===== src/rtl/core/vector_command_speed_limiter_core_assert.svh =====
// ----------------------------------------------------------------------------
// Assertion macros for the speed limiter core
// Clocked on clk, disabled while rst_n is low.
// ----------------------------------------------------------------------------
`ifndef VECTOR_COMMAND_SPEED_LIMITER_CORE_ASSERT_SVH
`define VECTOR_COMMAND_SPEED_LIMITER_CORE_ASSERT_SVH

// Same-cycle implication.
`define VCSL_ASSERT_NOW(label, ante, cons, msg) \
    label: assert property (@(posedge clk) disable iff (!rst_n) (ante) |-> (cons)) \
        else $error(msg);

// Next-cycle implication.
`define VCSL_ASSERT_NEXT(label, ante, cons, msg) \
    label: assert property (@(posedge clk) disable iff (!rst_n) (ante) |=> (cons)) \
        else $error(msg);

`endif


===== src/rtl/core/vcsl_pkg.sv =====
// ----------------------------------------------------------------------------
// vcsl_pkg
// Widths, payload structs and pipeline records of the speed limiter.
// ----------------------------------------------------------------------------
package vcsl_pkg;

    localparam int CMD_W      = 16;
    localparam int SPD_W      = 16;
    localparam int SCALE_W    = 24;
    localparam int FRAC_SHIFT = 16;               // radicand shift, 8 root fraction bits
    localparam int QSHIFT     = 24;               // fraction bits of the speed product
    localparam int RT_W       = CMD_W + 8;
    localparam int RAD_W      = 2 * RT_W;
    localparam int REM_W      = RT_W + 4;
    localparam int P_W        = RT_W + SCALE_W;
    localparam int N_W        = CMD_W + SPD_W;
    localparam int DV_W       = P_W + CMD_W;
    localparam int SQ_STEPS   = 4;
    localparam int SQ_STAGES  = RT_W / SQ_STEPS;
    localparam int DV_STEPS   = 2;
    localparam int DV_STAGES  = CMD_W / DV_STEPS;

    typedef struct packed {
        logic signed [CMD_W-1:0] vel_x_in;
        logic signed [CMD_W-1:0] vel_y_in;
        logic        [SPD_W-1:0] allowed_speed;
    } vcsl_cmd_t;

    typedef struct packed {
        logic signed [CMD_W-1:0] vel_x_out;
        logic signed [CMD_W-1:0] vel_y_out;
        logic                    was_limited;
    } vcsl_res_t;

    typedef struct packed {
        logic [CMD_W-1:0] vx;
        logic [CMD_W-1:0] vy;
        logic [SPD_W-1:0] allowed;
    } vcsl_side_t;

    typedef struct packed {
        vcsl_side_t       side;
        logic [CMD_W-1:0] ax;
        logic [CMD_W-1:0] ay;
        logic [RAD_W-1:0] rad;
        logic [RT_W-1:0]  root;
        logic [REM_W-1:0] rem;
    } vcsl_sq_t;

    typedef struct packed {
        vcsl_side_t       side;
        logic [P_W-1:0]   p;
        logic [DV_W-1:0]  rx;
        logic [DV_W-1:0]  ry;
        logic [CMD_W-1:0] qx;
        logic [CMD_W-1:0] qy;
    } vcsl_dv_t;

endpackage


===== src/rtl/core/vcsl_sqrt_stage.sv =====
// ----------------------------------------------------------------------------
// vcsl_sqrt_stage
// One register stage of the digit-by-digit square root, SQ_STEPS digits.
// ----------------------------------------------------------------------------
module vcsl_sqrt_stage
    import vcsl_pkg::*;
#(
    parameter int FIRST = 23
)
(
    input  logic     clk,
    input  logic     rst_n,
    input  logic     en,
    input  logic     up_valid,
    input  vcsl_sq_t up_data,
    output logic     dn_valid,
    output vcsl_sq_t dn_data
);

    logic     dn_valid_reg;
    vcsl_sq_t dn_data_reg;
    vcsl_sq_t dn_data_next;

    always_comb
    begin
        logic [REM_W-1:0] rem_sh;
        logic [REM_W-1:0] trial;
        dn_data_next = up_data;
        for (int j = 0; j < SQ_STEPS; j++)
        begin
            rem_sh = {dn_data_next.rem[REM_W-3:0], dn_data_next.rad[2*(FIRST-j) +: 2]};
            trial  = REM_W'({dn_data_next.root, 2'b01});
            if (rem_sh >= trial)
            begin
                dn_data_next.rem  = rem_sh - trial;
                dn_data_next.root = {dn_data_next.root[RT_W-2:0], 1'b1};
            end
            else
            begin
                dn_data_next.rem  = rem_sh;
                dn_data_next.root = {dn_data_next.root[RT_W-2:0], 1'b0};
            end
        end
    end

    always_ff @(posedge clk or negedge rst_n)
    begin
        if (!rst_n)
            dn_valid_reg <= 1'b0;
        else if (en)
            dn_valid_reg <= up_valid;
    end

    always_ff @(posedge clk)
    begin
        if (en)
            dn_data_reg <= dn_data_next;
    end

    assign dn_valid = dn_valid_reg;
    assign dn_data  = dn_data_reg;

endmodule


===== config.mk =====
export PLATFORM = sky130hd
export DESIGN_NAME = vcsl_sqrt_stage
export DESIGN_NICKNAME = d
export VERILOG_FILES = /design/src/rtl/core/vector_command_speed_limiter_core_assert.svh /design/src/rtl/core/vcsl_pkg.sv /design/src/rtl/core/vcsl_sqrt_stage.sv
export SDC_FILE = /design/constraint.sdc
export NUM_CORES = 1
export LEC_CHECK = 0
export ABC_AREA = 1
export BUFFER_PORTS_ARGS = -buffer_cell sky130_fd_sc_hd__buf_2
export CORE_MARGIN = 1.5
export CORE_UTILIZATION = 35
export CTS_BUF_LIST = sky130_fd_sc_hd__clkbuf_8 sky130_fd_sc_hd__clkbuf_16
export DETAILED_ROUTE_END_ITERATION = 12
export SLEW_MARGIN = 5
export SYNTH_ARGS = -nofsm -noshare
export SYNTH_HDL_FRONTEND = slang
export SYNTH_SLANG_ARGS = --single-unit
export TNS_END_PERCENT = 1

===== constraint.sdc =====
create_clock -name clk -period 1.7 [get_ports clk]
set_input_delay 0.34 -clock clk [delete_from_list [all_inputs] [get_ports clk]]
set_output_delay 0.34 -clock clk [all_outputs]
set_load 0.02 [all_outputs]

==> impl_metrics.csv, run 1 <==
group,metric,value,unit
clock_tree,clockBufferDepth,2,
yosys,yosysTopAreaCellShare,41.77,%
floorplanning,initial_core_util,35.43,%
run_status,failed_checks,"negative setup slack",
layout,layout-drive-gt1-share,46.34,%
sta,finClkSkew,0,ps
detailed_routing,vias_per_cell,4.735,
sta,finalSetupTns,-161630,ps
yosys,ys_seq_area_share,41.96,%
floorplanning,die_h,195.3,µm
worst_setup_path,cp-end-kind,"flop",
hold_path,hold_path_class,"input port to flop",
layout,final_util,57.86,%
detailed_routing,routed_wl,45300,µm
run_status,status,"complete, but fails checks",
yosys,syn_area,12940,µm²
detailed_routing,drtPass1Iterations,5,
sta,drv_slew,0,
floorplanning,coreArea,36520,µm²
pwr,power_per_cell_area,2113,nW/µm²
yosys,async_reset_ff_share,0.5525,%
sta,rsz0062_at_grt,"yes",
sta,layout_setup_ws,-5459,ps
layout,fillers,3247,
placement,hpwl,37440,µm
worst_setup_path,reg2reg_slack,960,ps
layout,largest_reg_flops,180,
floorplanning,die-area,38130,µm²
worst_setup_path,critical_path.top_delay_family,"simple AND/OR/NAND/NOR gates",
worst_setup_path,slowest_stage,"o21ai_0",
sta,min_period_over_period,421.1,%
detailed_routing,ant_nets,0,
clock_tree,clk_root_buffer_cell,"clkbuf_16",
worst_setup_path,reg2reg_depth,1,
sta,setup_violations,31,
placement,place_congestion,0.9416,
sta,worst_slew_pin_slew,580.6,ps
floorplanning,io_pins,365,
layout,fin_nets,2772,
worst_setup_path,critPathKind,"input port to flop",
worst_setup_path,reg2reg_to,"dn_valid",
clock_tree,path_clk_slew,80,ps
clock_tree,cts_tree,"built",
floorplanning,rows,70,
yosys,synthTopCellsByArea,"edfxtp_1 42%, nand2_1 12%, ha_1 10%, inv_1 6.0%, a21oi_1 4.9%",
worst_setup_path,cpMostUsedCell,"nand2_1",
layout,layout.cells.non_filler,2965,
global_routing,grt_max_degree,55,
yosys,synth.distinct_cells,55,
worst_setup_path,crit_buf_inv,15,
hold_path,min_path_cells,1,
yosys,avgSynthCellArea,8.143,µm²
placement,port_buffers,362,
flow_run,drv_cap,0,
layout,area_growth,63.30,%
layout,layout_commonest_cell,"buf_4",
detailed_routing,num_vias,14040,
global_routing,gr-total-overflow,0,
worst_setup_path,worst_path_largest_cell_delay,380,ps
floorplanning,die_x,195.3,µm
yosys,ys_ff_latch,181,
clock_tree,clk_latency,430,ps
yosys,syn_inst,1589,
detailed_routing,drt_iter0_drc,734,
worst_setup_path,timing.rr.start,"dn_valid",
sta,hold_slack,65.35,ps
worst_setup_path,worstPathRequired,1890,ps
global_routing,grt_pass1_vias,13860,
hold_path,min_to,"dn_data[154]",
global_routing,grt_pass1_wl,70110,µm
yosys,ys_warn_count,0,
sta,hold_violations,0,
yosys,synth.largest_area_cell,"edfxtp_1",
yosys,synth_edf_count,180,
detailed_routing,wl_per_cell,15.28,µm
yosys,ys.flop_type,"edfxtp_1",
global_routing,antenna_found_initial,0,
yosys,syn-num-nets,1877,
clock_tree,clock-sinks,181,
worst_setup_path,crit_path_start_kind,"input port",
worst_setup_path,path_max_fanout,18,
pwr,vdd_ir_drop_max,1.315,mV
sta,max_slew_margin,60.88,%
pwr,p_leak,10.34,nW
hold_path,hp-start,"up_data[154]",
worst_setup_path,worstPathArrival,7350,ps
sta,clock.fmax,139.7,MHz
layout,antenna_cells,0,
layout,most-common-layout-cells,"521 x buf_4, 399 x nand2_1, 361 x buf_2",
clock_tree,cts-buffers-inserted,17,
sta,finalCriticalPeriod,7159,ps
clock_tree,htreeDepth,4,
placement,placedCellCount,2896,
detailed_routing,drc,0,
global_routing,grtUsageTotal,23.24,%
power by group:
part           total (mW)  internal [mW]  switching (mW)
logic                34.1           16.6            17.5
registers            6.45           6.28           0.170
clock network        4.11           2.14            1.97
layer usage:
layer	vias to the layer above	part of all wire, %	global-route usage, %
met2	390	50	42.33
li1	7138	-	-
met4	0	1.7	5.771
met1	6463	44	29.14
met3	47	4.4	2.694
met5	-	0	0
cells in the mapped netlist, types with 3 or more instances:
| master | number |
|---|---|
| nand2_1 | 420 |
| inv_1 | 208 |
| edfxtp_1 | 180 |
| a21oi_1 | 126 |
| nor2_1 | 116 |
| o21ai_0 | 105 |
| ha_1 | 104 |
| nand3_1 | 78 |
| xor2_1 | 38 |
| xnor2_1 | 37 |
| nor3_1 | 21 |
| nand4_1 | 16 |
| nand2_2 | 13 |
| clkbuf_1 | 12 |
| a21o_1 | 9 |
| o21a_1 | 9 |
| o21bai_1 | 9 |
| o21ai_1 | 8 |
| a31oi_1 | 6 |
| nand3_2 | 6 |
| inv_2 | 5 |
| nor2_2 | 5 |
| nor4_1 | 5 |
| or2_2 | 5 |
| buf_6 | 4 |
| nor2_4 | 4 |
| nand3b_1 | 3 |
how the worst max path moves through the flow:
stage                      startpoint     endpoint  slack, ps  depth (start not counted)
final                     up_data[38]  dn_data[18]      -5460                         49
after global routing      up_data[35]  dn_data[21]      -5930                         55
after CTS                 up_data[33]  dn_data[22]      -5250                         59
after detailed placement  up_data[38]  dn_data[12]      -6410                         57
after global placement    up_data[33]  dn_data[21]      -6270                         53
after floorplan           up_data[38]  dn_data[25]      -5400                         59
layout make-up:
type / count / area (µm²) / share of cell area (%)
clock buffers: 17 / 425.4 / 2.013
repair buffers: 897 / 5976 / 28.28
well taps: 468 / 585.6 / 2.771
multi-input cells: 1172 / 7659 / 36.24
flip-flops and latches: 181 / 5430 / 25.70
inverters: 215 / 849.6 / 4.020
clock inverters: 15 / 206.4 / 0.9770
metrics by stage:
| step | instance area [µm²] | power [mW] | setup slack [ps] |
|---|---|---|---|
| 6_report | 21130 | 44.65 | -5459 |
| 5_1_grt | 21130 | 48.11 | -5925 |
| 3_3_place_gp | 19410 | 36.48 | -6267 |
| 2_1_floorplan | 13420 | 22.87 | -5395 |
| 4_1_cts | 20870 | 43.33 | -5246 |
| 3_5_place_dp | 19410 | 36.95 | -6412 |
cell families (layout without fill, tap and decap cells):
kind of cell | after synthesis | after routing | synth area share [%]
multiplexers | 1 | 1 | 0.08702
AND/OR/NAND/NOR | 701 | 701 | 23.18
buffers and inverters | 236 | 1144 | 7.320
adder cells (fa/ha/maj) | 104 | 104 | 10.06
flip-flops | 181 | 181 | 41.96
XOR/XNOR | 75 | 75 | 5.076
AO/OA/AOI/OAI | 291 | 291 | 12.32
timing repair:
item / in CTS / in global routing
setup buffers: 26 / 9
cloned: 1 / 0
pin swaps: 46 / 20
hold buffers: 1 / 0
resized for setup: 169 / 45
setup endpoints to repair: 32 / 32
hold endpoints to repair: 1 / 0
(Power assumes the default switching activity.)
==> inputs of run 2 (changes only) <==
--- a/config.mk
+++ b/config.mk
@@ -5,12 +5,12 @@
 export SDC_FILE = /design/constraint.sdc
 export NUM_CORES = 1
 export LEC_CHECK = 0
-export ABC_AREA = 1
 export BUFFER_PORTS_ARGS = -buffer_cell sky130_fd_sc_hd__buf_2
 export CORE_MARGIN = 1.5
 export CORE_UTILIZATION = 35
 export CTS_BUF_LIST = sky130_fd_sc_hd__clkbuf_8 sky130_fd_sc_hd__clkbuf_16
 export DETAILED_ROUTE_END_ITERATION = 12
+export GPL_TIMING_DRIVEN = 0
 export SLEW_MARGIN = 5
 export SYNTH_ARGS = -nofsm -noshare
 export SYNTH_HDL_FRONTEND = slang
==> impl_metrics.csv, run 2 <==
group,metric,value,unit
yosys,syn_area,12400,µm²
sta,clock.fmax,103.3,MHz
layout,most-common-layout-cells,"350 x buf_2, 180 x edfxtp_1, 124 x buf_4",
yosys,yosys-top-cells-count,"180 x edfxtp_1, 135 x a21oi_1, 104 x ha_1, 92 x nand2_1, 85 x nor2_1",
yosys,ys_ff_latch,181,
clock_tree,clk_latency,420,ps
global_routing,grt_pass1_vias,11360,
layout,layout.cells.non_filler,2167,
floorplanning,die-area,36560,µm²
pwr,power_per_cell_area,2052,nW/µm²
detailed_routing,num_vias,11460,
worst_setup_path,worstPathRequired,1880,ps
sta,setup_violations,32,
sta,max_slew_margin,46.95,%
worst_setup_path,timing.rr.start,"dn_valid",
worst_setup_path,crit_buf_inv,8,
yosys,ys_seq_area_share,43.80,%
worst_setup_path,worstPathArrival,9860,ps
yosys,yosysTopAreaCellShare,43.60,%
layout,layout_commonest_cell,"buf_2",
global_routing,gr-total-overflow,0,
yosys,synth.largest_area_cell,"edfxtp_1",
yosys,synthTopCellsByArea,"edfxtp_1 44%, ha_1 10%, a21oi_1 5.5%, xnor2_1 4.2%, a21o_1 3.3%",
sta,drv_slew,0,
sta,hold_violations,0,
worst_setup_path,critPathKind,"input port to flop",
floorplanning,die_h,191.2,µm
worst_setup_path,reg2reg_slack,970,ps
run_status,status,"complete, but fails checks",
sta,finalCriticalPeriod,9678,ps
yosys,synth_edf_count,180,
sta,finClkSkew,0,ps
placement,port_buffers,362,
layout,fillers,3191,
sta,rsz0062_at_grt,"yes",
clock_tree,clock-sinks,181,
sta,worst_slew_pin_slew,795.8,ps
layout,fin_nets,1983,
clock_tree,clockBufferDepth,2,
worst_setup_path,worst_path_largest_cell_delay,430,ps
yosys,syn_inst,1207,
global_routing,grtUsageTotal,23.18,%
global_routing,grt_max_degree,106,
worst_setup_path,path_max_fanout,7,
placement,hpwl,33490,µm
pwr,vdd_ir_drop_max,1.038,mV
clock_tree,clk_root_buffer_cell,"clkbuf_16",
worst_setup_path,reg2reg_to,"dn_valid",
placement,placedCellCount,2025,
clock_tree,cts_tree,"built",
worst_setup_path,cp-end-kind,"flop",
global_routing,antenna_found_initial,8,
yosys,ys_warn_count,0,
run_status,failed_checks,"negative setup slack",
placement,place_ws,-10850,ps
layout,area_growth,43.66,%
hold_path,min_path_cells,1,
worst_setup_path,cpMostUsedCell,"a21o_1",
clock_tree,htreeDepth,4,
layout,layout-drive-gt1-share,44.72,%
detailed_routing,drtPass1Iterations,7,
layout,largest_reg_flops,180,
clock_tree,path_clk_slew,70,ps
hold_path,min_to,"dn_data[112]",
hold_path,hp-start,"up_data[112]",
global_routing,grt_pass1_wl,63520,µm
detailed_routing,ant_nets,0,
layout,fin_area,17810,µm²
detailed_routing,vias_per_cell,5.289,
worst_setup_path,reg2reg_depth,1,
yosys,avgSynthCellArea,10.27,µm²
flow_run,drv_cap,0,
floorplanning,rows,68,
floorplanning,coreArea,34710,µm²
detailed_routing,drc,0,
yosys,syn-num-nets,1495,
yosys,async_reset_ff_share,0.5525,%
placement,dpl-instance-area,15060,µm²
placement,place_congestion,0.9319,
detailed_routing,wl_per_cell,20.17,µm
worst_setup_path,crit_path_start_kind,"input port",
yosys,ys.flop_type,"edfxtp_1",
worst_setup_path,critical_path.top_delay_family,"compound AO/OA/AOI/OAI gates",
floorplanning,initial_core_util,35.71,%
floorplanning,die_x,191.2,µm
detailed_routing,drt_iter0_drc,625,
hold_path,hold_path_class,"input port to flop",
worst_setup_path,slowest_stage,"a311o_1",
sta,min_period_over_period,569.3,%
yosys,synth.distinct_cells,83,
clock_tree,cts-buffers-inserted,17,
pwr,p_leak,7.527,nW
yosys,post-synth-top-count-cell,"edfxtp_1",
detailed_routing,routed_wl,43720,µm
floorplanning,io_pins,365,
sta,layout_setup_ws,-7978,ps
==> run 2: cell count changes after synthesis, sizes merged, moves of 39 or more <==
cell / before / now
o21ai: 114 / 74
nand3: 84 / 22
a21o: 9 / 55
nand2: 436 / 92
nor2: 125 / 86
inv: 215 / 64
==> run 2: area by class of cell <==
cell class	instances	area, µm²	area share [%]
diodes	6	15.01	0.08431
plain buffers	21	309.0	1.735
clock buffers	17	425.4	2.389
clock inverters	13	147.6	0.8290
inverters	65	325.3	1.827
multi-input cells	921	7685	43.15
flip-flops and latches	181	5430	30.49
well taps	455	569.3	3.197
repair buffers	488	2903	16.30
==> run 2: logic make-up (layout without fill, tap and decap cells) <==
logic type / after synthesis / count (layout) / share of synthesized area (%)
other: 0 / 6 / 0
flip-flops: 181 / 181 / 43.80
XOR/XNOR: 87 / 87 / 6.147
AND/OR/NAND/NOR: 313 / 313 / 12.24
AO/OA/AOI/OAI: 376 / 376 / 20.21
buffers and inverters: 105 / 604 / 3.431
multiplexers: 41 / 41 / 3.674
adder cells (fa/ha/maj): 104 / 104 / 10.50
==> run 2: per-stage QoR <==
step | util, % | hold WS [ps] | power, mW | setup TNS [ps]
6_report | 51.30 | 76.33 | 36.55 | -237970
5_1_grt | 51.30 | 56.84 | 38.87 | -249610
4_1_cts | 50.19 | 54.80 | 35.47 | -236520
3_5_place_dp | 43.39 | 116.7 | 27.27 | -330470
3_3_place_gp | 43.28 | 115.2 | 27.12 | -692010
2_1_floorplan | - | 44.41 | 22.32 | -236930
==> run 2: worst max path at each step <==
stage | cells past startpoint | from | slack, ps | to
6_report | 54 | up_data[35] | -7980 | dn_data[4]
5_1_grt | 52 | up_data[37] | -8350 | dn_data[4]
4_1_cts | 52 | up_data[30] | -7930 | dn_data[4]
3_5_place_dp | 50 | up_data[44] | -10850 | dn_data[16]
3_3_place_gp | 50 | up_data[44] | -10830 | dn_data[16]
2_1_floorplan | 52 | up_data[28] | -7920 | dn_data[19]
==> run 2: where the power goes <==
part / total [mW] / switching (mW) / leakage, nW / internal [mW]
clock: 3.90 / 1.73 / 0.276 / 2.18
combinational: 26.2 / 13.6 / 5.48 / 12.6
sequential: 6.44 / 0.151 / 1.77 / 6.29
total: 36.5 / 15.5 / 7.53 / 21.1
==> run 2: timing repair <==
item	CTS	global route
cloned	2	1
hold buffers	1	0
setup endpoints to repair	32	32
pin swaps	92	53
setup buffers	107	14
resized for setup	224	54
endpoints found under the hold margin	1	0
==> run 2: metal layers <==
| layer | vias up | global-route usage [%] | part of all wire, % |
|---|---|---|---|
| met4 | 0 | 8.053 | 2.0 |
| met2 | 356 | 42.50 | 52 |
| li1 | 5520 | - | - |
| met3 | 41 | 3.323 | 6.2 |
| met5 | - | 0 | 0 |
| met1 | 5545 | 27.43 | 40 |
